**src/design/mlbc_pkg.sv**
```systemverilog
// Package for the LED blink controller: sizes, command codes and shared types.
`default_nettype none
package mlbc_pkg;

  localparam int LED_COUNT   = 16;
  localparam int IDX_W       = (LED_COUNT > 1) ? $clog2(LED_COUNT) : 1;
  localparam int OUT_W       = 16;
  localparam int PERIOD_W    = 16;
  localparam int QUEUE_DEPTH = 2;

  localparam logic [1:0] ACT_TICK  = 2'd0;
  localparam logic [1:0] ACT_LEVEL = 2'd1;
  localparam logic [1:0] ACT_BLINK = 2'd2;

  localparam logic [1:0] LVL_OFF    = 2'd0;
  localparam logic [1:0] LVL_ON     = 2'd1;
  localparam logic [1:0] LVL_TOGGLE = 2'd2;

  typedef enum logic [2:0] {
    K_NOP    = 3'd0,
    K_TICK   = 3'd1,
    K_OFF    = 3'd2,
    K_ON     = 3'd3,
    K_TOGGLE = 3'd4,
    K_BLINK  = 3'd5
  } kind_t;

  typedef struct packed {
    kind_t                kind;
    logic [IDX_W-1:0]     idx;
    logic                 enable;
    logic [PERIOD_W-1:0]  period;
  } entry_t;

  typedef struct packed {
    logic   valid;
    entry_t entry;
  } slot_t;

  typedef enum logic [1:0] {
    S_IDLE = 2'b01,
    S_WALK = 2'b10
  } state_t;

  // Bits at or above the LED count read as dark.
  function automatic logic [OUT_W-1:0] expand_levels(input logic [LED_COUNT-1:0] lv);
    logic [OUT_W-1:0] r;
    r = '1;
    for (int i = 0; i < OUT_W; i++) begin
      if (i < LED_COUNT) begin
        r[i] = lv[i];
      end
    end
    return r;
  endfunction

endpackage
`default_nettype wire

```
**src/design/mlbc_req_if.sv**
```systemverilog
// Request channel of the LED blink controller.
`default_nettype none
interface mlbc_req_if;
  logic        valid;
  logic        ready;
  logic [1:0]  action;
  logic [4:0]  led_index;
  logic [1:0]  level_command;
  logic        blink_enable;
  logic [15:0] blink_period;

  modport source (output valid, action, led_index, level_command, blink_enable,
                  blink_period, input ready);
  modport sink (input valid, action, led_index, level_command, blink_enable,
                blink_period, output ready);
endinterface
`default_nettype wire

```
**src/design/mlbc_rsp_if.sv**
```systemverilog
// Response channel of the LED blink controller.
`default_nettype none
interface mlbc_rsp_if;
  logic        valid;
  logic        ready;
  logic [15:0] led_levels;

  modport source (output valid, led_levels, input ready);
  modport sink (input valid, led_levels, output ready);
endinterface
`default_nettype wire

```
**src/design/mlbc_front.sv**
```systemverilog
// Front end: accepts requests and classifies them into queue entries.
`default_nettype none
module mlbc_front (
  mlbc_req_if.sink         req,
  input  logic             full,
  output mlbc_pkg::slot_t  push
);

  logic idx_ok;
  mlbc_pkg::kind_t kind;

  assign idx_ok = ({1'b0, req.led_index} < 6'(mlbc_pkg::LED_COUNT));

  always_comb begin
    kind = mlbc_pkg::K_NOP;
    case (req.action)
      mlbc_pkg::ACT_TICK: begin
        kind = mlbc_pkg::K_TICK;
      end
      mlbc_pkg::ACT_LEVEL: begin
        if (idx_ok) begin
          case (req.level_command)
            mlbc_pkg::LVL_OFF:    kind = mlbc_pkg::K_OFF;
            mlbc_pkg::LVL_ON:     kind = mlbc_pkg::K_ON;
            mlbc_pkg::LVL_TOGGLE: kind = mlbc_pkg::K_TOGGLE;
            default:              kind = mlbc_pkg::K_NOP;
          endcase
        end
      end
      mlbc_pkg::ACT_BLINK: begin
        if (idx_ok) begin
          kind = mlbc_pkg::K_BLINK;
        end
      end
      default: begin
        kind = mlbc_pkg::K_NOP;
      end
    endcase
  end

  assign req.ready          = !full;
  assign push.valid         = req.valid && !full;
  assign push.entry.kind    = kind;
  assign push.entry.idx     = req.led_index[mlbc_pkg::IDX_W-1:0];
  assign push.entry.enable  = req.blink_enable;
  assign push.entry.period  = req.blink_period;

endmodule
`default_nettype wire

```
**src/design/mlbc_queue.sv**
```systemverilog
// Short queue of classified requests between the front and back ends.
`default_nettype none
module mlbc_queue (
  input  logic             clk,
  input  logic             rst,
  input  mlbc_pkg::slot_t  push,
  output logic             full,
  input  logic             pop,
  output mlbc_pkg::slot_t  head
);

  localparam int DEPTH = mlbc_pkg::QUEUE_DEPTH;
  localparam int PTR_W = (DEPTH > 1) ? $clog2(DEPTH) : 1;
  localparam int CNT_W = $clog2(DEPTH + 1);

  mlbc_pkg::entry_t entries [DEPTH];
  logic [PTR_W-1:0] wr_ptr;
  logic [PTR_W-1:0] rd_ptr;
  logic [CNT_W-1:0] count;
  logic             do_push;
  logic             do_pop;

  assign full       = (count == CNT_W'(DEPTH));
  assign head.valid = (count != '0);
  assign head.entry = entries[rd_ptr];
  assign do_push    = push.valid && !full;
  assign do_pop     = pop && head.valid;

  always_ff @(posedge clk) begin
    if (do_push) begin
      entries[wr_ptr] <= push.entry;
    end
  end

  always_ff @(posedge clk) begin
    if (rst) begin
      wr_ptr <= '0;
      rd_ptr <= '0;
      count  <= '0;
    end else begin
      if (do_push) begin
        wr_ptr <= (wr_ptr == PTR_W'(DEPTH - 1)) ? '0 : wr_ptr + 1'b1;
      end
      if (do_pop) begin
        rd_ptr <= (rd_ptr == PTR_W'(DEPTH - 1)) ? '0 : rd_ptr + 1'b1;
      end
      case ({do_push, do_pop})
        2'b10:   count <= count + 1'b1;
        2'b01:   count <= count - 1'b1;
        default: count <= count;
      endcase
    end
  end

  a_count_bound: assert property (@(posedge clk) disable iff (rst)
    count <= CNT_W'(DEPTH)) else $error("queue count exceeds depth");

endmodule
`default_nettype wire

```
**src/design/mlbc_back.sv**
```systemverilog
// Back end: applies commands, walks the blink timers on a tick, holds the result.
`default_nettype none
module mlbc_back (
  input  logic             clk,
  input  logic             rst,
  input  mlbc_pkg::slot_t  head,
  output logic             pop,
  mlbc_rsp_if.source       rsp
);

  localparam int N     = mlbc_pkg::LED_COUNT;
  localparam int IDX_W = mlbc_pkg::IDX_W;
  localparam int PW    = mlbc_pkg::PERIOD_W;
  localparam logic [IDX_W-1:0] LAST = IDX_W'(N - 1);

  mlbc_pkg::state_t state;
  mlbc_pkg::state_t state_next;
  logic [IDX_W-1:0]   walk_idx;
  logic [N-1:0]       levels;
  logic [N-1:0]       levels_next;
  logic [N-1:0]       enabled;
  logic [PW-1:0]      period_store [N];
  logic [PW-1:0]      count_store [N];
  logic               out_valid;
  logic [mlbc_pkg::OUT_W-1:0] out_levels;

  logic          out_free;
  logic          step_go;
  logic          step_last;
  logic [PW-1:0] cnt_inc;
  logic          hit;
  logic          load_out;

  assign out_free  = !out_valid || rsp.ready;
  assign pop       = (state == mlbc_pkg::S_IDLE) && head.valid &&
                     ((head.entry.kind == mlbc_pkg::K_TICK) || out_free);
  assign step_last = (walk_idx == LAST);
  assign step_go   = (state == mlbc_pkg::S_WALK) && (!step_last || out_free);
  assign cnt_inc   = count_store[walk_idx] + 1'b1;
  assign hit       = (cnt_inc >= period_store[walk_idx]);
  assign load_out  = (pop && (head.entry.kind != mlbc_pkg::K_TICK)) ||
                     (step_go && step_last);

  always_comb begin
    levels_next = levels;
    state_next  = state;
    case (state)
      mlbc_pkg::S_IDLE: begin
        if (pop) begin
          case (head.entry.kind)
            mlbc_pkg::K_OFF:    levels_next[head.entry.idx] = 1'b1;
            mlbc_pkg::K_ON:     levels_next[head.entry.idx] = 1'b0;
            mlbc_pkg::K_TOGGLE: levels_next[head.entry.idx] = !levels[head.entry.idx];
            mlbc_pkg::K_TICK:   state_next = mlbc_pkg::S_WALK;
            default:            levels_next = levels;
          endcase
        end
      end
      mlbc_pkg::S_WALK: begin
        if (step_go) begin
          if (enabled[walk_idx] && hit) begin
            levels_next[walk_idx] = !levels[walk_idx];
          end
          if (step_last) begin
            state_next = mlbc_pkg::S_IDLE;
          end
        end
      end
      default: begin
        state_next = mlbc_pkg::S_IDLE;
      end
    endcase
  end

  always_ff @(posedge clk) begin
    if (rst) begin
      state    <= mlbc_pkg::S_IDLE;
      walk_idx <= '0;
      levels   <= '1;
      enabled  <= '0;
      out_valid <= 1'b0;
      for (int i = 0; i < N; i++) begin
        period_store[i] <= '0;
        count_store[i]  <= '0;
      end
    end else begin
      state  <= state_next;
      levels <= levels_next;
      if (pop && (head.entry.kind == mlbc_pkg::K_BLINK)) begin
        enabled[head.entry.idx]      <= head.entry.enable;
        period_store[head.entry.idx] <= head.entry.period;
      end
      if (step_go) begin
        walk_idx <= step_last ? '0 : walk_idx + 1'b1;
        if (enabled[walk_idx]) begin
          count_store[walk_idx] <= hit ? '0 : cnt_inc;
        end
      end
      if (load_out) begin
        out_valid <= 1'b1;
      end else if (rsp.ready) begin
        out_valid <= 1'b0;
      end
    end
  end

  always_ff @(posedge clk) begin
    if (load_out) begin
      out_levels <= mlbc_pkg::expand_levels(levels_next);
    end
  end

  assign rsp.valid      = out_valid;
  assign rsp.led_levels = out_levels;

  a_idle_idx: assert property (@(posedge clk) disable iff (rst)
    (state == mlbc_pkg::S_IDLE) |-> (walk_idx == '0))
    else $error("walk index not parked while idle");

  a_pop_idle: assert property (@(posedge clk) disable iff (rst)
    pop |-> (state == mlbc_pkg::S_IDLE))
    else $error("request taken during a timer walk");

  a_levels_hold: assert property (@(posedge clk) disable iff (rst)
    (!rst && (state == mlbc_pkg::S_IDLE) && !pop) |=> $stable(levels))
    else $error("LED levels changed with no request in progress");

  a_no_overwrite: assert property (@(posedge clk) disable iff (rst)
    (load_out && out_valid) |-> rsp.ready)
    else $error("result register overwritten before it was taken");

endmodule
`default_nettype wire

```
**src/design/multi_led_blink_controller.sv**
```systemverilog
// Top level of the LED blink controller: front end, request queue and back end.
// A level or blink-set request passes the queue and then the result register.
// A tick makes the back end walk the blink timers one LED per cycle, its last
// step waiting until the result register is free. Level and blink-set requests
// sustain one per cycle while results are taken; a tick holds the back end
// until its walk ends. Reset darkens every LED and clears all blink state.
`default_nettype none
module multi_led_blink_controller (
  input  logic        clk,
  input  logic        rst,
  mlbc_req_if.sink    req,
  mlbc_rsp_if.source  rsp
);

  mlbc_pkg::slot_t push;
  mlbc_pkg::slot_t head;
  logic            full;
  logic            pop;

  mlbc_front u_front (
    .req  (req),
    .full (full),
    .push (push)
  );

  mlbc_queue u_queue (
    .clk  (clk),
    .rst  (rst),
    .push (push),
    .full (full),
    .pop  (pop),
    .head (head)
  );

  mlbc_back u_back (
    .clk  (clk),
    .rst  (rst),
    .head (head),
    .pop  (pop),
    .rsp  (rsp)
  );

endmodule
`default_nettype wire

```
**src/flat_wrapper.sv**
```systemverilog
// flat-port wrapper written by rule: the top's interface ports become plain ports
module multi_led_blink_controller_flat 
  (clk, rst, req_valid, req_action, req_led_index, req_level_command, req_blink_enable, req_blink_period, req_ready, rsp_valid, rsp_led_levels, rsp_ready);
  mlbc_req_if req_i ();
  mlbc_rsp_if rsp_i ();
  input  logic clk;
  input  logic rst;
  input wire logic [$bits(req_i.valid)-1:0] req_valid;
  input wire logic [$bits(req_i.action)-1:0] req_action;
  input wire logic [$bits(req_i.led_index)-1:0] req_led_index;
  input wire logic [$bits(req_i.level_command)-1:0] req_level_command;
  input wire logic [$bits(req_i.blink_enable)-1:0] req_blink_enable;
  input wire logic [$bits(req_i.blink_period)-1:0] req_blink_period;
  output wire logic [$bits(req_i.ready)-1:0] req_ready;
  output wire logic [$bits(rsp_i.valid)-1:0] rsp_valid;
  output wire logic [$bits(rsp_i.led_levels)-1:0] rsp_led_levels;
  input wire logic [$bits(rsp_i.ready)-1:0] rsp_ready;
  assign req_i.valid = req_valid;
  assign req_i.action = req_action;
  assign req_i.led_index = req_led_index;
  assign req_i.level_command = req_level_command;
  assign req_i.blink_enable = req_blink_enable;
  assign req_i.blink_period = req_blink_period;
  assign req_ready = req_i.ready;
  assign rsp_valid = rsp_i.valid;
  assign rsp_led_levels = rsp_i.led_levels;
  assign rsp_i.ready = rsp_ready;
  multi_led_blink_controller u_core (.clk(clk), .rst(rst), .req(req_i), .rsp(rsp_i));
endmodule
```
**config.mk**
```make
export PLATFORM = sky130hd
export DESIGN_NAME = multi_led_blink_controller_flat
export DESIGN_NICKNAME = d
export VERILOG_FILES = /design/src/design/mlbc_pkg.sv /design/src/design/mlbc_req_if.sv /design/src/design/mlbc_rsp_if.sv /design/src/design/mlbc_front.sv /design/src/design/mlbc_queue.sv /design/src/design/mlbc_back.sv /design/src/design/multi_led_blink_controller.sv /design/src/flat_wrapper.sv
export SDC_FILE = /design/constraint.sdc
export NUM_CORES = 1
export LEC_CHECK = 0
export BUFFER_PORTS_ARGS = -buffer_cell sky130_fd_sc_hd__buf_4
export CELL_PAD_IN_SITES_DETAIL_PLACEMENT = 0
export CELL_PAD_IN_SITES_GLOBAL_PLACEMENT = 1
export CORE_ASPECT_RATIO = 1.75
export CORE_MARGIN = 4
export CORE_UTILIZATION = 46
export CTS_CLUSTER_SIZE = 20
export DETAILED_ROUTE_END_ITERATION = 10
export PLACE_DENSITY = 0.79
export SETUP_SLACK_MARGIN = 0.1
export SLEW_MARGIN = 20
export SYNTH_ARGS = -nofsm -noshare
export SYNTH_HDL_FRONTEND = slang
export SYNTH_SLANG_ARGS = --single-unit
```
**constraint.sdc**
```tcl
create_clock -name clk -period 5.7 [get_ports clk]
set_input_delay 0.285 -clock clk [delete_from_list [all_inputs] [get_ports clk]]
set_output_delay 0.285 -clock clk [all_outputs]
set_load 0.01 [all_outputs]
```
### After elaboration in Yosys (flattened, before gate mapping)

Memories as Yosys holds them, arrays and structs flattened. A register that Yosys moved wholly into a read port is not among the register bits.
Cells that the tools add are included.

| word-level totals | value |
|---|---|
| RAM bits | 560 |
| bits of input ports | 30 |
| bits in read-only memories | 0 |
| output and inout port bits | 18 |
| bits in registers | 59 |
| bits in latches | 0 |
| memories kept | 3 |

| operators by class | value |
|---|---|
| $mul | 0 |
| div/mod/pow operators | 0 |
| eq/ne operators | 20 |
| shift-type cells | 0 |
| bitwise logic cells | 3 |
| reductions and logical operators | 29 |
| muxes and demuxes | 57 |
| order comparisons | 6 |
| add/subtract/negate cells | 6 |

Memories:

| memory | words | width | rd ports | clocked after memory_dff | write ports | line | RTL |
|---|---|---|---|---|---|---|---|
| u_core.u_back.count_store | 16 | 16 | 1 | 1 | 16 | mlbc_back.sv:23 | `logic [PW-1:0] count_store [N];` |
| u_core.u_back.period_store | 16 | 16 | 1 | 1 | 16 | mlbc_back.sv:22 | `logic [PW-1:0] period_store [N];` |
| u_core.u_queue.entries | 2 | 24 | 1 | 1 | 1 | mlbc_queue.sv:16 | `mlbc_pkg::entry_t entries [DEPTH];` |

Operator list:

| kind | count |
|---|---|
| 2-to-1 mux 16 bit | 6 |
| bitwise mux 16 bit | 3 |
| one-hot mux 16 bit (3 select lines) | 1 |
| one-hot mux 16 bit (2 select lines) | 1 |
| OR reduction 16 bit | 2 |
| 2-to-1 mux 4 bit | 7 |
| 2-to-1 mux 1 bit | 24 |
| one-hot mux 3 bit (3 select lines) | 2 |
| adder 16 x 1 -> 16 bit, second input constant | 1 |
| AND 16 bit | 1 |
| >= comparator 16 bit | 1 |
| inverter 16 bit | 1 |
| OR 16 bit | 1 |
| binary-select mux 1 bit (select 4 bit) | 3 |
| logical AND 1 bit | 12 |
| == test 2 bit, second input constant | 5 |
| less-than comparator 4 x 5 -> 1 bit, second input constant | 2 |
| demux 1 bit (select 4 bit) | 2 |
| == test 2 x 1 -> 1 bit, second input constant | 4 |
| >= comparator 4 x 1 -> 1 bit, second input constant | 2 |
| 2-to-1 mux 2 bit | 4 |
| one-hot mux 2 bit (2 select lines) | 2 |
| == test 3 x 2 -> 1 bit, second input constant | 2 |
| == test 3 bit, second input constant | 2 |
| 16 further kinds | 30 |

### Depth between registers and ports, before layout

| logic depth | value |
|---|---|
| depth in word-level cells | 10 |
| gate-level depth with buffers | 21 |
| depth with buffers taken out | 16 |

### By module

Synthesis repeated with hierarchy kept, for this count alone.

| second synthesis, totals | value |
|---|---|
| cells, all modules | 2075 |
| area total of the unflattened synthesis | 29350.6 um^2 |

By module, submodules not included:

| module | area each (um^2) | times used | seq. area each (um^2) | cells each |
|---|---|---|---|---|
| mlbc_back | 27173.6 | 1 | 16716.0 | 1944 |
| mlbc_queue | 1956.9 | 1 | 1541.5 | 101 |
| mlbc_front | 220.2 | 1 | 0.0 | 30 |

### Worst setup path after synthesis

OpenSTA, ideal clock, no wires.

| path | value |
|---|---|
| path type | flip-flop to flip-flop |
| start point | register with a tool-made name |
| end point | memory u_core.u_back.count_store[10][10] (netlist name), data pin |
| buffers on the path | 8 |
| stages on the path, launching flop included | 19 |
| arrival | 4.339 ns |
| setup slack | 1.219 ns |
| cell sequence | dfxtp_1 -> buf_4 -> buf_8 -> buf_6 -> buf_2 -> clkbuf_1 -> clkbuf_1 -> mux4_2 -> mux4_2 -> inv_1 -> ha_1 -> a211oi_1 -> o211ai_1 -> a211oi_1 -> nor2_1 -> clkbuf_1 -> or2_2 -> clkbuf_1 -> nor2_1 |

RTL lines:

| element | line |
|---|---|
| to (decl) | mlbc_back.sv:23 |

==> results.tsv <==
stage	metric	value	unit
layout	synthToLayoutAreaGrowth	10.92	%
critical_path	cp_common_cell	ha_1	
floorplanning	start_util	0.4656	
critical_path	setup.worst_path.start_class	flip-flop	
critical_path	required	6.06	ns
critical_path	critPathSlowestCell	dfxtp_4	
global_route	grt_pass1_vias	17922	
drt	drt_iter0_drc	1551	
clocking	clock_sinks	624	
layout	final_core_util	0.5164	
drt	routedWlPerCell	24.39	um
drt	drcViolationCount	0	
layout	drive_gt1_frac	0.1990	
placed_design	hpwl	50640	um
power_and_ir_drop	power_frac_comb	0.190	
clocking	root_buffer	clkbuf_16	
power_and_ir_drop	irDropWorstVdd	0.3242	mV
run_status	status	complete, no violations	
critical_path	cp_cell_sequence	mux4_2, o22ai_1, nor2_2, ha_1, nand4_1, nor4_2, xnor2_2, inv_2, ha_1, nand2_1, o21ai_0, a211oi_1, buf_4, nor4b_2, a31oi_1, a31o_2, or2_2	
clocking	cts_buffers	53	
sta	setup_viol	0	
global_route	grt_overflow	0	
placed_design	place_area	29680	um2
critical_path	worst-setup-path-type	flip-flop to flip-flop	
sta	finalMaxSlewViolations	0	
clocking	cts-resized-gates	0	
hold_path	hold_path_class	primary input to flip-flop	
floorplanning	core_area	61410	um2
clocking	ctsLongestPathBuffers	3	
floorplanning	die-area	66370	um2
drt	ant_nets	0	
synthesis	netlist_area	28590	um2
sta	post-route-period-util	0.9057	
global_route	grt_pass1_wl	109400	um
critical_path	cpLargestDelayFamily	simple AND/OR/NAND/NOR gates	
drt	vias_per_cell	5.842	
clocking	clkSlewWorstSetupHoldPaths	0.07	ns
power_and_ir_drop	clkPwrFrac	0.323	
critical_path	cp-end-kind	flip-flop	
synthesis	synth_seq_area_share	0.6386	
power_and_ir_drop	p_seq_frac	0.487	
sta	fin_worst_skew	0.02248	ns
synthesis	yosysWarnings	0	
critical_path	worst-path-buf-inv	2	
critical_path	cp_slowest_stage_delay	0.67	ns
power_and_ir_drop	switching_share	0.2861	
layout	n_antenna_cell	0	
synthesis	ys.flop_type	edfxtp_1	
global_route	grt_max_degree	79	
sta	hold_viol_final	0	
drt	vias	17082	
clocking	cts_tree	done	
synthesis	syn_inst	2052	
synthesis	synth_cell_type_count	83	
sta	finalCriticalPeriod	5.162	ns
global_route	antenna_found_initial	0	
critical_path	worst_ep_arrival_time	5.52	ns
critical_path	path_max_fanout	28	
power_and_ir_drop	total_leakage_power	11.02	nW
layout	stdcell_area	31710	um2
synthesis	synth.net_count	2106	
power_and_ir_drop	power_switching	3.288	mW
layout	nFillCells	5084	
clocking	clk_latency	0.62	ns
drt	drt_first_pass_iters	5	
sta	timing.fmax	193.7	MHz
clocking	post-cts-setup-buffer-count	0	
power_and_ir_drop	p_per_area	362.4	nW/um2
placed_design	port_buffers	47	
power_and_ir_drop	internal-power	8.205	mW
global_route	grt.total_usage	0.2161	
floorplanning	die_w	196.5	um
sta	tightest_slew	1.160	ns
synthesis	synth-seq-cells	624	
placed_design	routabilityCongestion	0.8529	
layout	nets	2143	
sta	rsz0062_at_grt	false	
drt	wl	71300	um
sta	tns	0	ns
clocking	htree_levels	2	
synthesis	synth_edf_count	576	
run	cap_violations	0	
floorplanning	die_h	337.8	um
synthesis	syn_area_per_cell	13.93	um2
floorplanning	fp-row-count	120	
power_and_ir_drop	power	11.49	mW
floorplanning	io_pins	48	
sta	slew_headroom	0.2263	
synthesis	async_reset_ff_frac	0	
power groups by stage:
stage	Clock [mW]	Sequential [mW]	Combinational (mW)
3_5_place_dp	0	5.70	2.15
4_1_cts	3.76	5.60	2.17
2_1_floorplan	0	5.57	1.53
6_report	3.71	5.60	2.18
5_1_grt	3.93	5.63	2.38
3_3_place_gp	0	5.67	2.10
synthesized netlist by cell type, types with 15 or more instances:
| cell type | instances | area, um2 |
|---|---|---|
| a22oi_1 | 18 | 135.1 |
| nor2_1 | 566 | 2125 |
| nand2_1 | 70 | 262.8 |
| dfxtp_1 | 48 | 960.9 |
| a21oi_1 | 30 | 150.1 |
| edfxtp_1 | 576 | 17300 |
| clkbuf_1 | 79 | 296.5 |
| inv_1 | 42 | 157.7 |
| a211oi_1 | 22 | 165.2 |
| or2_2 | 34 | 212.7 |
| nand4_1 | 19 | 118.9 |
| mux4_1 | 15 | 394.1 |
| o21ai_0 | 38 | 190.2 |
| ha_1 | 24 | 300.3 |
| nand2b_1 | 24 | 150.1 |
| buf_2 | 26 | 130.1 |
| mux2i_1 | 28 | 280.3 |
| mux4_2 | 139 | 3131 |
per-layer routing:
layer	up-vias	wire, um	GRT usage
met5	-	0	0
met4	0	3439	0.09663
met3	166	2969	0.02367
met2	575	40580	0.4216
met1	8650	24310	0.2321
li1	7691	-	-
logic make-up (layout without fill, tap and decap cells):
family	count (synthesis)	in the layout	synth area share
AOI/OAI and AO/OA	195	195	0.04726
xor gates and xnor gates	16	16	0.007659
adders and majority gates	24	24	0.01050
buffers and inverters	186	265	0.03273
DFF	624	624	0.6386
muxes	187	187	0.1350
and+or+nand+nor	820	820	0.1282
placed cells by master (no fill, tap or decap), types with 19 or more instances in the layout:
master,instances
edfxtp_1,576
nor2_1,565
mux4_2,139
buf_4,91
nand2_1,70
clkbuf_16,53
dfxtp_1,43
inv_1,42
o21ai_0,38
or2_2,34
a21oi_1,30
ha_1,24
dlygate4sd3_1,24
a211oi_1,22
mux2i_1,20
nand2b_1,20
nand4_1,19
flip-flops by register name, summed over array words and instances, names as in the netlist, named ones only:
register / flops
u_core.u_back.state: 2
u_core.u_back.enabled: 16
u_core.u_queue.wr_ptr: 1
u_core.u_back.count_store: 256
u_core.u_queue.count: 2
u_core.u_queue.rd_ptr: 1
u_core.u_back.period_store: 256
u_core.u_back.levels: 16
u_core.u_back.rsp.led_levels: 16
u_core.u_back.walk_idx: 4
u_core.u_queue.entries: 48
u_core.u_back.rsp.valid: 1
metrics by stage:
| step | setup WS, ns | instances | hold slack [ns] |
|---|---|---|---|
| 6_report | 0.5376 | 2924 | 0.1054 |
| 5_1_grt | 0.2023 | 2924 | 0.1030 |
| 4_1_cts | 0.5211 | 2923 | 0.07262 |
| 3_5_place_dp | 0.5620 | 2802 | 0.4691 |
| 3_3_place_gp | 0.6219 | 2802 | 0.4628 |
| 2_1_floorplan | 1.219 | 2052 | 0.3839 |
layout make-up:
class | count | area [um2] | share of cell area
sequential | 624 | 18270 | 0.5760
multi-input combinational | 1242 | 9452 | 0.2980
clock buffer | 68 | 1403 | 0.04423
timing repair buffer | 123 | 1075 | 0.03389
tap | 793 | 992.2 | 0.03129
clock inverter | 29 | 355.3 | 0.01120
inverter | 45 | 168.9 | 0.005326
path summary, 6_finish.rpt:
kind	from	endpoint	slack [ns]	cells past startpoint
setup / recovery	flip-flop	u_core.u_back.rsp.led_levels[3]	0.54	17
hold / removal	req_action[0]	u_core.u_queue.entries[1][21]	0.11	3
setup reg to reg	flip-flop	u_core.u_back.rsp.led_levels[3]	0.54	17
hold reg to reg	u_core.u_back.enabled[15]	u_core.u_back.enabled[15]	0.48	2
what timing repair did:
action	4_1_cts	5_1_grt
setup endpoints to repair	0	0
hold buffers	24	0
endpoints found under the hold margin	46	0
worst min-delay path, cell delays in order:
cell,delay (ns)
buf_4,0.11
a21oi_1,0.09
or2_2,0.12
Power figures use the tool's default switching activity.
